==> config.mk <==
export PLATFORM = sky130hd
export DESIGN_NAME = elevator_order_scheduler
export DESIGN_NICKNAME = d
export VERILOG_FILES = /design/src/rtl/eos_pkg.sv /design/src/rtl/elevator_order_scheduler.sv /design/src/rtl/eos_ctrl.sv /design/src/rtl/eos_datapath.sv
export SDC_FILE = /design/constraint.sdc
export NUM_CORES = 1
export LEC_CHECK = 0
export BUFFER_PORTS_ARGS = -buffer_cell sky130_fd_sc_hd__buf_2
export CORE_ASPECT_RATIO = 0.6
export CORE_MARGIN = 5
export CORE_UTILIZATION = 40
export DETAILED_ROUTE_END_ITERATION = 8
export PLACE_DENSITY = 0.58
export SETUP_SLACK_MARGIN = 0.15
export SYNTH_ARGS = -nofsm -noshare
export SYNTH_HDL_FRONTEND = slang
export SYNTH_SLANG_ARGS = --single-unit
==> constraint.sdc <==
create_clock -name aclk -period 3.4 [get_ports aclk]
set_input_delay 0 -clock aclk [delete_from_list [all_inputs] [get_ports aclk]]
set_output_delay 0 -clock aclk [all_outputs]
set_load 0.02 [all_outputs]
==> src/rtl/eos_pkg.sv <==
`default_nettype none

package eos_pkg;

    localparam int NUM_FLOORS = 4;
    localparam int IDX_W      = (NUM_FLOORS > 1) ? $clog2(NUM_FLOORS) : 1;
    localparam int FLOOR_W    = 2;
    localparam int CMP_W      = (IDX_W > FLOOR_W) ? IDX_W : FLOOR_W;
    localparam int ORDER_W    = 3;

    localparam logic [1:0] MODE_ADD    = 2'd0;
    localparam logic [1:0] MODE_REMOVE = 2'd1;
    localparam logic [1:0] MODE_QUERY  = 2'd2;

    localparam logic [1:0] BTN_UP   = 2'd0;
    localparam logic [1:0] BTN_DOWN = 2'd1;
    localparam logic [1:0] BTN_CAB  = 2'd2;

    localparam int BIT_UP   = 0;
    localparam int BIT_DOWN = 1;
    localparam int BIT_CAB  = 2;

    localparam logic signed [1:0] DIR_UP   = 2'sb01;
    localparam logic signed [1:0] DIR_DOWN = 2'sb11;

    typedef enum logic [1:0] {
        ST_IDLE,
        ST_SCAN,
        ST_FINISH
    } state_t;

    typedef struct packed {
        logic             load_in;
        logic             scan_en;
        logic             scan_first;
        logic [IDX_W-1:0] scan_idx;
        logic             load_out;
    } cmd_t;

    typedef struct packed {
        logic out_free;
    } status_t;

    typedef struct packed {
        logic             found;
        logic [IDX_W-1:0] floor_idx;
    } target_t;

endpackage

`default_nettype wire

==> src/rtl/elevator_order_scheduler.sv <==
// Elevator order scheduler: keeps the pending hall-up, hall-down and cab
// orders of every floor and answers one request at a time.
// The request channel (s_valid, s_ready) carries mode, button, floor and
// direction. Add sets one order bit, remove clears the orders served at
// the floor, and query changes nothing.
// The result channel (m_valid, m_ready) returns the addressed order bit,
// the stop decision, the next target floor and an any-pending flag, all
// computed from the orders after the update.
// A request is taken in the idle state, then the floor scan reads one
// floor of the order store per cycle, from the bottom floor to the top,
// and a finish state loads the result register once it is free. A new
// request is taken only back in the idle state, after the previous one
// has been loaded into the result register.
// The result register frees the request side: a new request is accepted
// and scanned while the previous result waits, and only loading the next
// result waits for the receiver to take the old one.
// The synchronous active-low reset clears all pending orders, empties the
// result register and returns the controller to idle.
`default_nettype none

module elevator_order_scheduler (
    input  wire logic                         aclk,
    input  wire logic                         aresetn,
    input  wire logic                         s_valid,
    output logic                              s_ready,
    input  wire logic [1:0]                   s_mode,
    input  wire logic [1:0]                   s_button,
    input  wire logic [eos_pkg::FLOOR_W-1:0]  s_floor,
    input  wire logic signed [1:0]            s_direction,
    output logic                              m_valid,
    input  wire logic                         m_ready,
    output logic                              m_order_set,
    output logic                              m_stop_here,
    output logic                              m_target_found,
    output logic [eos_pkg::FLOOR_W-1:0]       m_target_floor,
    output logic                              m_any_pending
);

    eos_pkg::cmd_t    cmd;
    eos_pkg::status_t status;

    eos_ctrl u_ctrl (
        .aclk    (aclk),
        .aresetn (aresetn),
        .s_valid (s_valid),
        .s_ready (s_ready),
        .status  (status),
        .cmd     (cmd)
    );

    eos_datapath u_datapath (
        .aclk           (aclk),
        .aresetn        (aresetn),
        .cmd            (cmd),
        .status         (status),
        .s_mode         (s_mode),
        .s_button       (s_button),
        .s_floor        (s_floor),
        .s_direction    (s_direction),
        .m_valid        (m_valid),
        .m_ready        (m_ready),
        .m_order_set    (m_order_set),
        .m_stop_here    (m_stop_here),
        .m_target_found (m_target_found),
        .m_target_floor (m_target_floor),
        .m_any_pending  (m_any_pending)
    );

    // An accepted request always starts the scan at the bottom floor.
    a_accept_starts_scan: assert property (@(posedge aclk) disable iff (!aresetn)
        (s_valid && s_ready) |=> (cmd.scan_en && cmd.scan_first && !s_ready))
        else $error("accepted request did not start the floor scan");

    // Loading a result always presents it on the next cycle.
    a_load_shows_result: assert property (@(posedge aclk) disable iff (!aresetn)
        cmd.load_out |=> m_valid)
        else $error("loaded result is not presented");

    // A target can only exist while some order is pending.
    a_target_needs_order: assert property (@(posedge aclk) disable iff (!aresetn)
        (m_valid && m_target_found) |-> m_any_pending)
        else $error("target reported with no pending order");

    // The result register is never overwritten while it holds an untaken result.
    a_no_overwrite: assert property (@(posedge aclk) disable iff (!aresetn)
        (m_valid && !m_ready) |-> !cmd.load_out)
        else $error("result overwritten while stalled");

endmodule

`default_nettype wire

==> src/rtl/eos_ctrl.sv <==
`default_nettype none

module eos_ctrl (
    input  wire logic             aclk,
    input  wire logic             aresetn,
    input  wire logic             s_valid,
    output logic                  s_ready,
    input  wire eos_pkg::status_t status,
    output eos_pkg::cmd_t         cmd
);

    eos_pkg::state_t              state_reg;
    eos_pkg::state_t              state_next;
    logic [eos_pkg::IDX_W-1:0]    idx_reg;
    logic [eos_pkg::IDX_W-1:0]    idx_next;
    logic                         last_idx;

    assign last_idx = (idx_reg == eos_pkg::IDX_W'(eos_pkg::NUM_FLOORS - 1));

    always_ff @(posedge aclk) begin
        if (!aresetn) begin
            state_reg <= eos_pkg::ST_IDLE;
            idx_reg   <= '0;
        end else begin
            state_reg <= state_next;
            idx_reg   <= idx_next;
        end
    end

    always_comb begin
        state_next = state_reg;
        idx_next   = idx_reg;
        case (state_reg)
            eos_pkg::ST_IDLE: begin
                idx_next = '0;
                if (s_valid) begin
                    state_next = eos_pkg::ST_SCAN;
                end
            end
            eos_pkg::ST_SCAN: begin
                if (last_idx) begin
                    state_next = eos_pkg::ST_FINISH;
                    idx_next   = '0;
                end else begin
                    idx_next = idx_reg + 1'b1;
                end
            end
            eos_pkg::ST_FINISH: begin
                if (status.out_free) begin
                    state_next = eos_pkg::ST_IDLE;
                end
            end
            default: begin
                state_next = eos_pkg::ST_IDLE;
                idx_next   = '0;
            end
        endcase
    end

    always_comb begin
        s_ready        = 1'b0;
        cmd.load_in    = 1'b0;
        cmd.scan_en    = 1'b0;
        cmd.scan_first = 1'b0;
        cmd.scan_idx   = idx_reg;
        cmd.load_out   = 1'b0;
        case (state_reg)
            eos_pkg::ST_IDLE: begin
                s_ready     = 1'b1;
                cmd.load_in = s_valid;
            end
            eos_pkg::ST_SCAN: begin
                cmd.scan_en    = 1'b1;
                cmd.scan_first = (idx_reg == '0);
            end
            eos_pkg::ST_FINISH: begin
                cmd.load_out = status.out_free;
            end
            default: begin
                s_ready = 1'b0;
            end
        endcase
    end

endmodule

`default_nettype wire

==> src/rtl/eos_datapath.sv <==
`default_nettype none

module eos_datapath (
    input  wire logic                          aclk,
    input  wire logic                          aresetn,
    input  wire eos_pkg::cmd_t                 cmd,
    output eos_pkg::status_t                   status,
    input  wire logic [1:0]                    s_mode,
    input  wire logic [1:0]                    s_button,
    input  wire logic [eos_pkg::FLOOR_W-1:0]   s_floor,
    input  wire logic signed [1:0]             s_direction,
    output logic                               m_valid,
    input  wire logic                          m_ready,
    output logic                               m_order_set,
    output logic                               m_stop_here,
    output logic                               m_target_found,
    output logic [eos_pkg::FLOOR_W-1:0]        m_target_floor,
    output logic                               m_any_pending
);

    localparam int IW = eos_pkg::IDX_W;
    localparam int OW = eos_pkg::ORDER_W;

    function automatic eos_pkg::target_t select_up(input logic [OW-1:0] v,
                                                   input logic [OW-1:0][IW-1:0] h);
        eos_pkg::target_t t;
        t.found     = 1'b0;
        t.floor_idx = '0;
        if (v[eos_pkg::BIT_CAB]) begin
            t.found     = 1'b1;
            t.floor_idx = h[eos_pkg::BIT_CAB];
        end else if (v[eos_pkg::BIT_DOWN] && (!v[eos_pkg::BIT_UP] ||
                     h[eos_pkg::BIT_DOWN] > h[eos_pkg::BIT_UP])) begin
            t.found     = 1'b1;
            t.floor_idx = h[eos_pkg::BIT_DOWN];
        end else if (v[eos_pkg::BIT_UP]) begin
            t.found     = 1'b1;
            t.floor_idx = h[eos_pkg::BIT_UP];
        end
        return t;
    endfunction

    function automatic eos_pkg::target_t select_down(input logic [OW-1:0] v,
                                                     input logic [OW-1:0][IW-1:0] h);
        eos_pkg::target_t t;
        t.found     = 1'b0;
        t.floor_idx = '0;
        if (v[eos_pkg::BIT_CAB]) begin
            t.found     = 1'b1;
            t.floor_idx = h[eos_pkg::BIT_CAB];
        end else if (v[eos_pkg::BIT_DOWN] && v[eos_pkg::BIT_UP] &&
                     h[eos_pkg::BIT_DOWN] > h[eos_pkg::BIT_UP]) begin
            t.found     = 1'b1;
            t.floor_idx = h[eos_pkg::BIT_UP];
        end else if (v[eos_pkg::BIT_DOWN]) begin
            t.found     = 1'b1;
            t.floor_idx = h[eos_pkg::BIT_DOWN];
        end else if (v[eos_pkg::BIT_UP]) begin
            t.found     = 1'b1;
            t.floor_idx = h[eos_pkg::BIT_UP];
        end
        return t;
    endfunction

    logic [OW-1:0]                     pending_reg [eos_pkg::NUM_FLOORS];

    logic [1:0]                        mode_reg;
    logic [1:0]                        button_reg;
    logic [eos_pkg::FLOOR_W-1:0]       floor_reg;
    logic signed [1:0]                 dir_reg;

    logic [OW-1:0]                     up_vld_reg;
    logic [OW-1:0]                     up_vld_next;
    logic [OW-1:0][IW-1:0]             up_hit_reg;
    logic [OW-1:0][IW-1:0]             up_hit_next;
    logic [OW-1:0]                     dn_vld_reg;
    logic [OW-1:0]                     dn_vld_next;
    logic [OW-1:0][IW-1:0]             dn_hit_reg;
    logic [OW-1:0][IW-1:0]             dn_hit_next;
    logic                              any_reg;
    logic                              any_next;
    logic [OW-1:0]                     cur_entry_reg;
    logic [OW-1:0]                     cur_entry_next;
    logic                              cur_vld_reg;
    logic                              cur_vld_next;

    logic                              out_valid_reg;
    logic                              order_set_reg;
    logic                              stop_here_reg;
    logic                              target_found_reg;
    logic [eos_pkg::FLOOR_W-1:0]       target_floor_reg;
    logic                              any_pending_reg;

    logic [OW-1:0]                     entry;
    logic [OW-1:0]                     entry_new;
    logic [1:0]                        hall;
    logic                              at_cur;
    logic                              above_cur;
    logic                              below_cur;

    eos_pkg::target_t                  tgt;
    logic                              stop_calc;
    logic                              order_calc;

    assign entry     = pending_reg[cmd.scan_idx];
    assign at_cur    = (eos_pkg::CMP_W'(cmd.scan_idx) == eos_pkg::CMP_W'(floor_reg));
    assign above_cur = (eos_pkg::CMP_W'(cmd.scan_idx) >= eos_pkg::CMP_W'(floor_reg));
    assign below_cur = (eos_pkg::CMP_W'(cmd.scan_idx) <= eos_pkg::CMP_W'(floor_reg));

    always_comb begin
        entry_new = entry;
        hall      = entry[1:0];
        if (at_cur) begin
            case (mode_reg)
                eos_pkg::MODE_ADD: begin
                    if (button_reg <= eos_pkg::BTN_CAB) begin
                        entry_new = entry | (OW'(1) << button_reg);
                    end
                end
                eos_pkg::MODE_REMOVE: begin
                    if (dir_reg == eos_pkg::DIR_UP) begin
                        if (hall[eos_pkg::BIT_UP]) begin
                            hall[eos_pkg::BIT_DOWN] = 1'b0;
                        end
                        hall[eos_pkg::BIT_UP] = 1'b0;
                    end else if (dir_reg == eos_pkg::DIR_DOWN) begin
                        if (hall[eos_pkg::BIT_DOWN]) begin
                            hall[eos_pkg::BIT_UP] = 1'b0;
                        end
                        hall[eos_pkg::BIT_DOWN] = 1'b0;
                    end
                    entry_new = {1'b0, hall};
                end
                default: begin
                    entry_new = entry;
                end
            endcase
        end
    end

    always_comb begin
        up_vld_next    = cmd.scan_first ? '0 : up_vld_reg;
        up_hit_next    = up_hit_reg;
        dn_vld_next    = cmd.scan_first ? '0 : dn_vld_reg;
        dn_hit_next    = dn_hit_reg;
        any_next       = cmd.scan_first ? 1'b0 : any_reg;
        cur_vld_next   = cmd.scan_first ? 1'b0 : cur_vld_reg;
        cur_entry_next = cur_entry_reg;
        any_next       = any_next | (|entry_new);
        if (at_cur) begin
            cur_vld_next   = 1'b1;
            cur_entry_next = entry_new;
        end
        for (int k = 0; k < OW; k++) begin
            if (entry_new[k] && above_cur) begin
                up_vld_next[k] = 1'b1;
                up_hit_next[k] = cmd.scan_idx;
            end
            if (entry_new[k] && below_cur && !dn_vld_next[k]) begin
                dn_vld_next[k] = 1'b1;
                dn_hit_next[k] = cmd.scan_idx;
            end
        end
    end

    always_ff @(posedge aclk) begin
        if (!aresetn) begin
            for (int i = 0; i < eos_pkg::NUM_FLOORS; i++) begin
                pending_reg[i] <= '0;
            end
        end else if (cmd.scan_en && at_cur) begin
            pending_reg[cmd.scan_idx] <= entry_new;
        end
    end

    always_ff @(posedge aclk) begin
        if (cmd.load_in) begin
            mode_reg   <= s_mode;
            button_reg <= s_button;
            floor_reg  <= s_floor;
            dir_reg    <= s_direction;
        end
        if (cmd.scan_en) begin
            up_vld_reg    <= up_vld_next;
            up_hit_reg    <= up_hit_next;
            dn_vld_reg    <= dn_vld_next;
            dn_hit_reg    <= dn_hit_next;
            any_reg       <= any_next;
            cur_vld_reg   <= cur_vld_next;
            cur_entry_reg <= cur_entry_next;
        end
    end

    always_comb begin
        tgt.found     = 1'b0;
        tgt.floor_idx = '0;
        if (any_reg) begin
            if (dir_reg == eos_pkg::DIR_UP) begin
                tgt = select_up(up_vld_reg, up_hit_reg);
                if (!tgt.found) begin
                    tgt = select_down(dn_vld_reg, dn_hit_reg);
                end
            end else if (dir_reg == eos_pkg::DIR_DOWN) begin
                tgt = select_down(dn_vld_reg, dn_hit_reg);
                if (!tgt.found) begin
                    tgt = select_up(up_vld_reg, up_hit_reg);
                end
            end
        end
    end

    always_comb begin
        stop_calc = 1'b0;
        if (cur_vld_reg) begin
            if (floor_reg == '0 && (cur_entry_reg[eos_pkg::BIT_UP] ||
                                    cur_entry_reg[eos_pkg::BIT_CAB])) begin
                stop_calc = 1'b1;
            end
            if (eos_pkg::CMP_W'(floor_reg) == eos_pkg::CMP_W'(eos_pkg::NUM_FLOORS - 1) &&
                (cur_entry_reg[eos_pkg::BIT_DOWN] || cur_entry_reg[eos_pkg::BIT_CAB])) begin
                stop_calc = 1'b1;
            end
            if (cur_entry_reg[eos_pkg::BIT_CAB]) begin
                stop_calc = 1'b1;
            end
            if (dir_reg == eos_pkg::DIR_UP && cur_entry_reg[eos_pkg::BIT_UP]) begin
                stop_calc = 1'b1;
            end
            if (dir_reg == eos_pkg::DIR_DOWN && cur_entry_reg[eos_pkg::BIT_DOWN]) begin
                stop_calc = 1'b1;
            end
        end
        order_calc = 1'b0;
        if (cur_vld_reg && button_reg <= eos_pkg::BTN_CAB) begin
            order_calc = ((cur_entry_reg >> button_reg) & OW'(1)) != '0;
        end
    end

    always_ff @(posedge aclk) begin
        if (!aresetn) begin
            out_valid_reg <= 1'b0;
        end else if (cmd.load_out) begin
            out_valid_reg <= 1'b1;
        end else if (m_ready) begin
            out_valid_reg <= 1'b0;
        end
    end

    always_ff @(posedge aclk) begin
        if (cmd.load_out) begin
            order_set_reg    <= order_calc;
            stop_here_reg    <= stop_calc;
            target_found_reg <= tgt.found;
            target_floor_reg <= tgt.found ? eos_pkg::FLOOR_W'(tgt.floor_idx) : '0;
            any_pending_reg  <= any_reg;
        end
    end

    assign status.out_free = !out_valid_reg || m_ready;

    assign m_valid        = out_valid_reg;
    assign m_order_set    = order_set_reg;
    assign m_stop_here    = stop_here_reg;
    assign m_target_found = target_found_reg;
    assign m_target_floor = target_floor_reg;
    assign m_any_pending  = any_pending_reg;

endmodule

`default_nettype wire
# [Yosys cells after proc, flatten, opt, wreduce, memory -nomap -nowiden]
# Memories as Yosys holds them, arrays and structs flattened. A register that Yosys moved wholly into a read port is not among the register bits.
# Cells that the tools add are included.
[word_totals] mem_count=1 ram_bits=12 output_inout_bits=8 ff_bits=42 wordCells=154
[mem_list] name="u_datapath.pending_reg" depth=4 word_bits=3 rd=1 rd_clocked_by_memory_dff=1 write_ports=4 line="eos_datapath.sv:65" rtl="logic [OW-1:0] pending_reg [eos_pkg::NUM_FLOORS];"
[op_classes] eq_ne=11 n_bitwise=2 addsub=1 shifts=2 order_cmp=5 reduce_logical=51 mux=54
[op_table] operator="2-to-1 mux 3 bit" count=22
[op_table] operator="AND reduction 2 bit" count=12
[op_table] operator="2-to-1 mux 2 bit" count=10
[op_table] operator="2-to-1 mux 1 bit" count=19
[op_table] operator="logical AND 1 bit" count=18
[op_table] operator="nonzero test 2 bit" count=5
[op_table] operator="== test 2 bit, second input constant" count=4
[op_table] operator="zero test 2 bit" count=4
[op_table] operator="== test 2 x 1 -> 1 bit, second input constant" count=3
[op_table] operator="case mux 2 bit (3 select lines)" count=1
[op_table] operator="case mux 3 bit (2 select lines)" count=1
[op_table] operator="OR reduction 3 bit" count=2
[op_table] operator="zero test 1 bit" count=5
[op_table] operator="> comparator 2 bit" count=2
[op_table] operator="logical OR 1 bit" count=4
[op_table] operator="inequality test 2 x 1 -> 1 bit, second input constant" count=2
[op_table] operator="case mux 2 bit (2 select lines)" count=1
[op_table] operator="bitwise OR 3 bit" count=1
[op_table] operator="AND reduction 3 bit" count=1
[op_table] operator="left shift 1 x 2 -> 3 bit, first input constant" count=1
[op_table] operator=">> shifter 3 x 2 -> 1 bit" count=1
[op_table] operator="adder 2 x 1 -> 2 bit, second input constant" count=1
[op_table] operator="== test 2 bit" count=1
[op_table] operator=">= comparator 2 bit" count=1
[op_table] operator="4 further kinds" count=4

# [Longest topological paths before layout]
# Gate-level depths: netlist (run 1).
[depth] depth_word=12 depth_mapped=8

# [Cells and area by module]
# Synthesis (run 1) repeated with hierarchy kept, for this count alone.
[hier_totals] hier_cells=222 area_unflattened_um2=2613.8
[modules_own_cells] module="eos_datapath" seq_area_each_um2=1491.4 n_inst=1 area_per_inst_um2=2369.8 cells_per_inst=195
[modules_own_cells] module="eos_ctrl" seq_area_each_um2=80.1 n_inst=1 area_per_inst_um2=244.0 cells_per_inst=27

# [Least setup slack after synthesis (run 1)]
# No wires, ideal clock.
[synth_timing] path_type="register to register" from="register u_ctrl.idx_reg[0] (netlist bit)" to="register u_datapath.dn_hit_reg[0] (netlist bit) (enable)" required_time_ps=3091 t_arrival_ps=2110 stages_incl_launch_ff=9 slack_ps=980 path_cell_list="dfxtp_1 -> inv_1 -> ha_1 -> nand2_2 -> or4_4 -> o221a_1 -> a31o_1 -> buf_6 -> nor3_4"
[synth_between] elab_chain_cells=6 word_cells_on_any_way=10
[synth_lines] item="start, declared" line="eos_ctrl.sv:14" rtl="logic [eos_pkg::IDX_W-1:0] idx_reg;"
[synth_lines] item="start signal, assigned" line="eos_ctrl.sv:26" rtl="idx_reg <= idx_next;"
[synth_lines] item="zero test 2 bit" line="eos_ctrl.sv:74" rtl="cmd.scan_first = (idx_reg == '0);"
[synth_lines] item="2-to-1 mux 2 bit" line="eos_ctrl.sv:67" rtl="case (state_reg)"
[synth_lines] item="2-to-1 mux 3 bit" line="eos_datapath.sv:144" rtl="dn_vld_next = cmd.scan_first ? '0 : dn_vld_reg;"
[synth_lines] item="zero test 1 bit" line="eos_datapath.sv:159" rtl="if (entry_new[k] && below_cur && !dn_vld_next[k]) begin"
[synth_lines] item="logical AND 1 bit *" line="eos_datapath.sv:159"
[synth_lines] item="AND reduction 2 bit (no source line) *"
[synth_lines] item="end signal, assigned" line="eos_datapath.sv:187" rtl="dn_hit_reg <= dn_hit_next;"
[synth_lines] item="end, declared" line="eos_datapath.sv:78" rtl="logic [OW-1:0][IW-1:0] dn_hit_reg;"
# Every way passes the cells marked *; elsewhere a longest branch is shown, timed or not.
# A chain may end at the register's enable or synchronous reset.

# [Worst setup path after layout (run 1)]
[layout_timing] from="register u_ctrl.idx_reg[0] (netlist bit)" to="register u_datapath.dn_hit_reg[1] (netlist bit) (enable)"
# The elaborated chain is that of the path after synthesis.

==> metrics.cfg, run 1 <==
[logic_synthesis]
syn_area_per_cell_um2 = 11.77
synth_edf_count = 49
ys_async_sr_fraction_pct = 0
syn-num-nets = 240
yosys_warnings = 0
netlist_top_cells_count = edfxtp_1, nor2_1, nand2_1
synth_ff_type = edfxtp_1
synth_seq_cells = 56
synthesis.area_um2 = 2589
synth_most_common_cell = edfxtp_1
yosysTopAreaCellShare_pct = 56.84
synth_cell_types = 43
yosysTopAreaCell = edfxtp_1
ys_seq_area_share_pct = 62.25
synth_area_leaders = edfxtp_1, dfxtp_1, ha_1, nor2_1, nand2_1
synthCells = 220

[power]
ir_worst_vdd_mv = 0.1734
p_leak_nw = 1.115
p_per_area_nw_per_um2 = 443.8

[cts]
cts_tree = built
clockBufferDepth = 2
clkSlewWorstSetupHoldPaths_ps = 100
cts_buffers = 5
htreeDepth = 2
clock_latency_ps = 320
cts_root_buffer = clkbuf_8
cts.sinks = 56

[floorplanning]
io_pins = 20
start_util_pct = 41.80
die-area_um2 = 8233
std_cell_rows = 22
die_x_um = 113.9
die_h_um = 72.32
core_area_um2 = 6193

[flow_run]
drv_cap = 0

[layout]
largest_register_ffs = 12
drive_gt1_share_pct = 13.10
final_util_pct = 47.35
synthToLayoutAreaGrowth_pct = 13.29
nFillCells = 572
layout.nets = 271
antenna_cells = 0
stdcell_area_um2 = 2933

[grt]
antenna_found_initial = 0
grt.total_usage_pct = 14.17
use_met1_pct = 22.33
busiest_layer = met1
grt_pass1_wl_um = 8652
gr-total-overflow = 0
grt_pass1_vias = 1579
grt.met2_usage_pct = 17.87
met3_usage_pct = 4.250
grt_max_degree = 18

[worst_hold_path]
min_path_cells = 3
hp-class = in2reg

[setup_path]
critical_path_required_ps = 3430
cp-start-kind = flip-flop
worstPathMaxFanout = 13
r2r_cells = 7
critPathArrivalTime_ps = 2810
critPathKind = reg2reg
critPathCaptureType = flip-flop

[detailed_routing]
via_per_inst = 5.065
via_count = 1702
drt_wl_total_um = 5341
ant_nets = 0
drtIter0Drc = 153
drcViolationCount = 0
wl_per_cell_um = 15.90
first_pass_iters = 5

[placement]
dpl_cell_area_um2 = 2754
hpwlAfterDp_um = 3927
gp_congestion = 0.8126
pre_cts_slack_ps = 632.5
io_buffers = 19

[timing]
drv_slew = 0
holdWs_ps = 18.40
fmax_ghz = 0.3604
hold_viol = 0
fin_ws_ps = 625.1
setup_tns_ps = 0
tightest_slew_ps = 676.8
layout_min_cycle_time_ps = 2775
final-setup-viol-count = 0
period_share_pct = 81.62
grt_setup_unrepaired = false
relSlewSlack_pct = 54.79
fin_skew_ps = 10.53

[outcome]
outcome = completed

==> where the power goes <==
group	switching [W]	internal, W
Clock	0.000215	0.000147
Sequential	0.0000239	0.000780
Combinational	0.0000826	0.0000529
==> worst paths after layout <==
path | start | end | slack (ps)
setup / recovery | u_ctrl.idx_reg[0] | u_datapath.dn_hit_reg[1] | 630
hold / removal | m_ready | u_datapath.m_valid | 20
setup reg to reg | u_ctrl.idx_reg[0] | u_datapath.dn_hit_reg[1] | 630
hold reg to reg | u_datapath.any_reg | u_datapath.m_any_pending | 520
==> area by class of cell <==
| cell class | count | area [um2] | share of cell area (%) |
|---|---|---|---|
| sequential | 56 | 1612 | 54.95 |
| clock inverter | 2 | 16.27 | 0.5546 |
| multi-input combinational | 140 | 863.3 | 29.44 |
| timing repair buffer | 29 | 192.7 | 6.570 |
| clock buffer | 6 | 72.57 | 2.474 |
| inverter | 19 | 71.32 | 2.432 |
| tap | 84 | 105.1 | 3.584 |
==> stage by stage <==
step,instances,total power (W)
after floorplan,220,0.0009077
after global placement,319,0.0009455
after detailed placement,319,0.0009462
after CTS,336,0.001315
after global routing,336,0.001363
final,336,0.001302
==> layer usage <==
layer	wire (um)	part of all wire, %
met1	2809	53
met4	41	0.77
met2	1983	37
met5	0	0
met3	506	9.5
==> logic make-up after synthesis <==
group | Yosys count | synth area share, %
AND/OR/NAND/NOR | 87 | 16.53
flip-flops | 56 | 62.25
AO/OA/AOI/OAI | 39 | 9.957
buffers and inverters | 24 | 4.398
adder cells (fa/ha/maj) | 8 | 3.867
multiplexers | 6 | 2.996
==> timing repair <==
action	4_1_cts	5_1_grt
hold buffers	9	0
endpoints found under the hold margin	10	0
resized for setup	0	0
buffers inserted	0	0
==> worst max-delay path: stages, from the launching register on <==
cell and delay [ps]:
dfxtp_1 600, inv_1 160, ha_1 340, nand2_2 90
or4_4 430, o221a_1 260, a31o_1 360, nor3_4 270
==> placed cells by master, fill, tap and decap left out, types with 6 or more instances in the layout <==
master	instances
nand2_1	20
nor3_1	9
buf_2	19
dfxtp_1	7
nor2_1	26
ha_1	8
o21ai_0	12
edfxtp_1	49
inv_1	18
a21oi_1	6
dlygate4sd3_1	9
nor2b_1	11
(Power assumes the default switching activity.)
==> run 2: changes to the inputs <==
--- a/config.mk
+++ b/config.mk
@@ -10,7 +10,7 @@
 export CORE_MARGIN = 5
 export CORE_UTILIZATION = 40
 export DETAILED_ROUTE_END_ITERATION = 8
-export PLACE_DENSITY = 0.58
+export PLACE_DENSITY = 0.6
 export SETUP_SLACK_MARGIN = 0.15
 export SYNTH_ARGS = -nofsm -noshare
 export SYNTH_HDL_FRONTEND = slang
==> constraint.sdc (replaced) <==
create_clock -name aclk -period 2.5 [get_ports aclk]
set_input_delay 0 -clock aclk [delete_from_list [all_inputs] [get_ports aclk]]
set_output_delay 0 -clock aclk [all_outputs]
set_load 0.02 [all_outputs]
==> run 2 against run 1 <==
Non-clock buffer count increased by 4. Combinational power increased by 52%. Flip-flop and latch count unchanged. Sequential share of layout area decreased by 1.3 points. Die area unchanged. Core utilization increased by 1.2 points. Global-route usage increased by 0.36 points. Final cell count increased by 1.2%. Power increased by 39%. Routed wire length increased by 4.9%. Clock-buffer cell count increased by 2. Critical path type unchanged. Critical endpoint is now u_datapath.dn_hit_reg[0]. Largest power group unchanged.
==> metrics.cfg, run 2 (synthesized netlist as in run 1, its figures left out) <==
[outcome]
outcome = completed

[worst_hold_path]
hold_start = aresetn
min_path_cells = 2
hp-class = in2reg
hold_end = u_ctrl.state_reg[0]

[grt]
grt.total_usage_pct = 14.53
grt_pass1_wl_um = 8963
grt_max_degree = 16
gr-total-overflow = 0
antenna_found_initial = 0
grt_pass1_vias = 1677

[detailed_routing]
ant_nets = 0
wl_per_cell_um = 16.48
first_pass_iters = 4
drt_wl_total_um = 5603
drcViolationCount = 0
drtIter0Drc = 130
via_count = 1731
via_per_inst = 5.091

[timing]
relSlewSlack_pct = 45.55
setup_tns_ps = 0
layout_min_cycle_time_ps = 2286
hold_viol = 0
grt_setup_unrepaired = false
period_share_pct = 91.43
tightest_slew_ps = 808.2
fmax_ghz = 0.4375
drv_slew = 0
final-setup-viol-count = 0
fin_skew_ps = 6.942

[setup_path]
cp-start-kind = flip-flop
r2r_cells = 6
rrSetupSlack_ps = 210
worstPathMaxFanout = 7
critPathCaptureType = flip-flop
rr_startpoint = u_datapath.floor_reg[0]
reg2reg_to = u_datapath.dn_hit_reg[0]
critPathKind = reg2reg
critical_path_required_ps = 2530
critPathArrivalTime_ps = 2310

[cts]
cts_tree = built
clkSlewWorstSetupHoldPaths_ps = 90
htreeDepth = 2
clock_latency_ps = 320
cts_buffers = 5
clockBufferDepth = 2
cts_root_buffer = clkbuf_8
cts.sinks = 56

[floorplanning]
core_area_um2 = 6193
start_util_pct = 41.80
std_cell_rows = 22
io_pins = 20
die_h_um = 72.32
die-area_um2 = 8233
die_x_um = 113.9

[placement]
gp_congestion = 0.7855
hpwlAfterDp_um = 4009
dp.cells = 322
io_buffers = 19

[layout]
final_common_cell = edfxtp_1
drive_gt1_share_pct = 16.41
largest_register_ffs = 12
layout.nets = 275
antenna_cells = 0
stdcell_count = 340
synthToLayoutAreaGrowth_pct = 16.19
layout_common_cells = edfxtp_1, nor2_1, nand2_1

[power]
p_per_area_nw_per_um2 = 602.2
p_leak_nw = 1.145
ir_worst_vdd_mv = 0.3200

[flow_run]
drv_cap = 0

-- run 2: per-stage QoR --
stage / area, um2 / total power (W) / util [%] / setup slack, ps / hold slack, ps
after global placement: 2778 / 0.001292 / 44.85 / 187.1 / 177.3
after floorplan: 2590 / 0.001235 / - / 186.6 / 98.87
after CTS: 2953 / 0.001811 / 47.68 / 157.2 / 4.439
after detailed placement: 2778 / 0.001294 / 44.85 / 138.9 / 178.5
final: 3008 / 0.001811 / 48.57 / 214.2 / 10.18
after global routing: 3008 / 0.001895 / 48.57 / 154.1 / 13.34
-- run 2: per-layer routing --
| metal | vias up | routed length, um | GRT usage [%] |
|---|---|---|---|
| li1 | 859 | - | - |
| met4 | 0 | 61 | 3.953 |
| met3 | 7 | 382 | 4.333 |
| met1 | 818 | 3087 | 23.23 |
| met2 | 47 | 2070 | 18.59 |
| met5 | - | 0 | 0 |
-- run 2: what timing repair did --
item                                    in CTS  in global routing
endpoints found under the setup margin       6                 10
gates resized for setup                      2                  4
gates cloned                                 0                  0
setup buffers                                0                  2
hold buffers                                 8                  0
hold endpoints to repair                     8                  0
-- run 2: worst max path at each step --
stage	to	cells after the start	start	slack (ps)
after floorplan	u_datapath.dn_hit_reg[0]	8	u_ctrl.idx_reg[0]	190
after global placement	u_datapath.dn_hit_reg[1]	7	u_datapath.floor_reg[1]	190
after detailed placement	u_datapath.dn_hit_reg[1]	6	u_datapath.floor_reg[0]	140
after CTS	u_datapath.dn_hit_reg[1]	7	u_datapath.floor_reg[1]	160
after global routing	u_datapath.dn_hit_reg[1]	6	u_datapath.floor_reg[0]	150
final	u_datapath.dn_hit_reg[0]	6	u_datapath.floor_reg[0]	210
-- run 2: area by class of cell --
type	instances	area, um2
clock buffer	8	90.09
fill	553	3186
inverter	19	71.32
multi-input combinational	140	908.4
sequential	56	1613
tap	84	105.1
timing repair buffer	33	220.2
-- run 2: critical path, cell delays in order, from the launching register on --
cell and delay (ps):
edfxtp_1 470, ha_4 310, nand2_2 70, or4_4 420
o221a_1 260, a31o_4 250, nor3_4 210
-- run 2: power breakdown --
| group | total, W | internal [W] | switching (W) |
|---|---|---|---|
| clock | 0.000513 | 0.000227 | 0.000287 |
| sequential | 0.00109 | 0.00106 | 0.0000304 |
| combinational | 0.000207 | 0.0000831 | 0.000124 |
==> run 3: changes to the inputs <==
--- a/config.mk
+++ b/config.mk
@@ -10,7 +10,7 @@
 export CORE_MARGIN = 5
 export CORE_UTILIZATION = 40
 export DETAILED_ROUTE_END_ITERATION = 8
-export PLACE_DENSITY = 0.6
+export PLACE_DENSITY = 0.58
 export SETUP_SLACK_MARGIN = 0.15
 export SYNTH_ARGS = -nofsm -noshare
 export SYNTH_HDL_FRONTEND = slang
==> constraint.sdc (replaced) <==
create_clock -name aclk -period 2.8 [get_ports aclk]
set_input_delay 0 -clock aclk [delete_from_list [all_inputs] [get_ports aclk]]
set_output_delay 0 -clock aclk [all_outputs]
set_load 0.02 [all_outputs]
==> run 3 against run 2 <==
Via count up 0.52%. Combinational power fell by 17%. Hold slack gained 32 ps. Routed wire length fell by 4.2%. Clock-buffer cell count unchanged. Core utilization down 0.79 points. First-iteration DRC count up 11%. Fmax is 6.8% lower. Clock power is 6.6% lower. Largest cell class unchanged. Cell area decreased by 1.6%.
==> metrics.cfg, run 3 (synthesized netlist as in run 1, its figures left out) <==
[setup_path]
cp_cell_sequence = inv_1, ha_1, nand2_2, or4_4, o221a_1, a31o_1, nor3_4
critical-path-top-delay-family = simple AND/OR/NAND/NOR gates
critPathArrivalTime_ps = 2470
worst-path-buf-inv = 1
cp-start-kind = flip-flop
critPathCaptureType = flip-flop
worstPathMaxFanout = 11
rrSetupSlack_ps = 350
critPathSlowestCell = or4_4
critPathKind = reg2reg
critical_path_required_ps = 2820
slowest_delay_ps = 420

[layout]
drive_gt1_share_pct = 13.78
layout.nets = 273
final_util_pct = 47.78
synthToLayoutAreaGrowth_pct = 14.31
largest_register_ffs = 12
final_common_cell = edfxtp_1
layout_common_cells = edfxtp_1, nor2_1, nand2_1
stdcell_area_um2 = 2959
antenna_cells = 0

[power]
p_total_w = 0.001624
p_per_area_nw_per_um2 = 548.8
p_leak_nw = 1.135
ir_worst_vdd_mv = 0.2645

[cts]
cts_tree = built
post_cts_buffers = 0
cts.sinks = 56
clock_latency_ps = 310
cts_root_buffer = clkbuf_8
cts_buffers = 5
clockBufferDepth = 2
clkSlewWorstSetupHoldPaths_ps = 90
htreeDepth = 2

[detailed_routing]
first_pass_iters = 4
ant_nets = 0
drcViolationCount = 0
wl_per_cell_um = 15.88
via_count = 1740
drtIter0Drc = 144
drt_wl_total_um = 5366
via_per_inst = 5.148

[timing]
hold_viol = 0
drv_slew = 0
final-setup-viol-count = 0
holdWs_ps = 41.75
layout_min_cycle_time_ps = 2453
period_share_pct = 87.59
relSlewSlack_pct = 55.88
grt_setup_unrepaired = false
fin_skew_ps = 7.351
tightest_slew_ps = 660.4
setup_tns_ps = 0
fmax_ghz = 0.4077

[placement]
io_buffers = 19
hpwlAfterDp_um = 3972
gp_congestion = 0.7799
dpl_cell_area_um2 = 2769

[floorplanning]
io_pins = 20
start_util_pct = 41.80
std_cell_rows = 22
core_area_um2 = 6193
die_h_um = 72.32
die_x_um = 113.9
die-area_um2 = 8233

[grt]
grt_pass1_vias = 1627
grt_pass1_wl_um = 8687
grt.total_usage_pct = 14.07
gr-total-overflow = 0
grt_max_degree = 17
antenna_found_initial = 0

[worst_hold_path]
hp-class = in2reg

[outcome]
outcome = completed

[flow_run]
drv_cap = 0

-- run 3: path summary, 6_finish.rpt --
path | start | end | depth (start not counted)
worst min-delay path | m_ready | u_datapath.m_valid | 3
worst max register to register | u_datapath.floor_reg[1] | u_datapath.dn_hit_reg[0] | 7
worst max-delay path | u_datapath.floor_reg[1] | u_datapath.dn_hit_reg[0] | 7
worst min register to register | u_datapath.any_reg | u_datapath.m_any_pending | 0
-- run 3: per-stage QoR --
stage	std cells	setup WS, ps
finish	338	347.4
global placement	321	437.0
CTS	338	364.8
global route	338	250.4
floorplan	220	380.1
detailed placement	321	373.8
-- run 3: cell type report --
class | count | area, um2
Fill cell | 584 | 3234
Clock buffer | 8 | 100.1
Sequential cell | 56 | 1612
Timing Repair Buffer | 31 | 207.7
Tap cell | 84 | 105.1
Multi-Input combinational cell | 140 | 863.3
Inverter | 19 | 71.32
-- run 3: worst register-to-register path, stage by stage (launching register included) --
cell and delay, ps:
edfxtp_1 390, inv_1 60, ha_1 320, nand2_2 80, or4_4 420, o221a_1 250, a31o_1 370, nor3_4 270
-- run 3: routing by layer --
layer	vias up	track usage [%]	routed length, um
li1	857	-	-
met1	808	23.42	2868
met2	70	17.42	1969
met3	5	4.000	475
met4	0	3.162	53
met5	-	0	0
-- run 3: what timing repair did --
action                    in CTS  in global routing
resized for setup              0                  0
hold buffers                   9                  0
hold endpoints to repair       9                  0
-- run 3: report_power, final --
part | switching (W) | total, W | internal (W) | leakage, nW
clock | 0.000252 | 0.000479 | 0.000226 | 0.0515
combinational | 0.000106 | 0.000172 | 0.0000668 | 0.556
sequential | 0.0000259 | 0.000973 | 0.000947 | 0.527
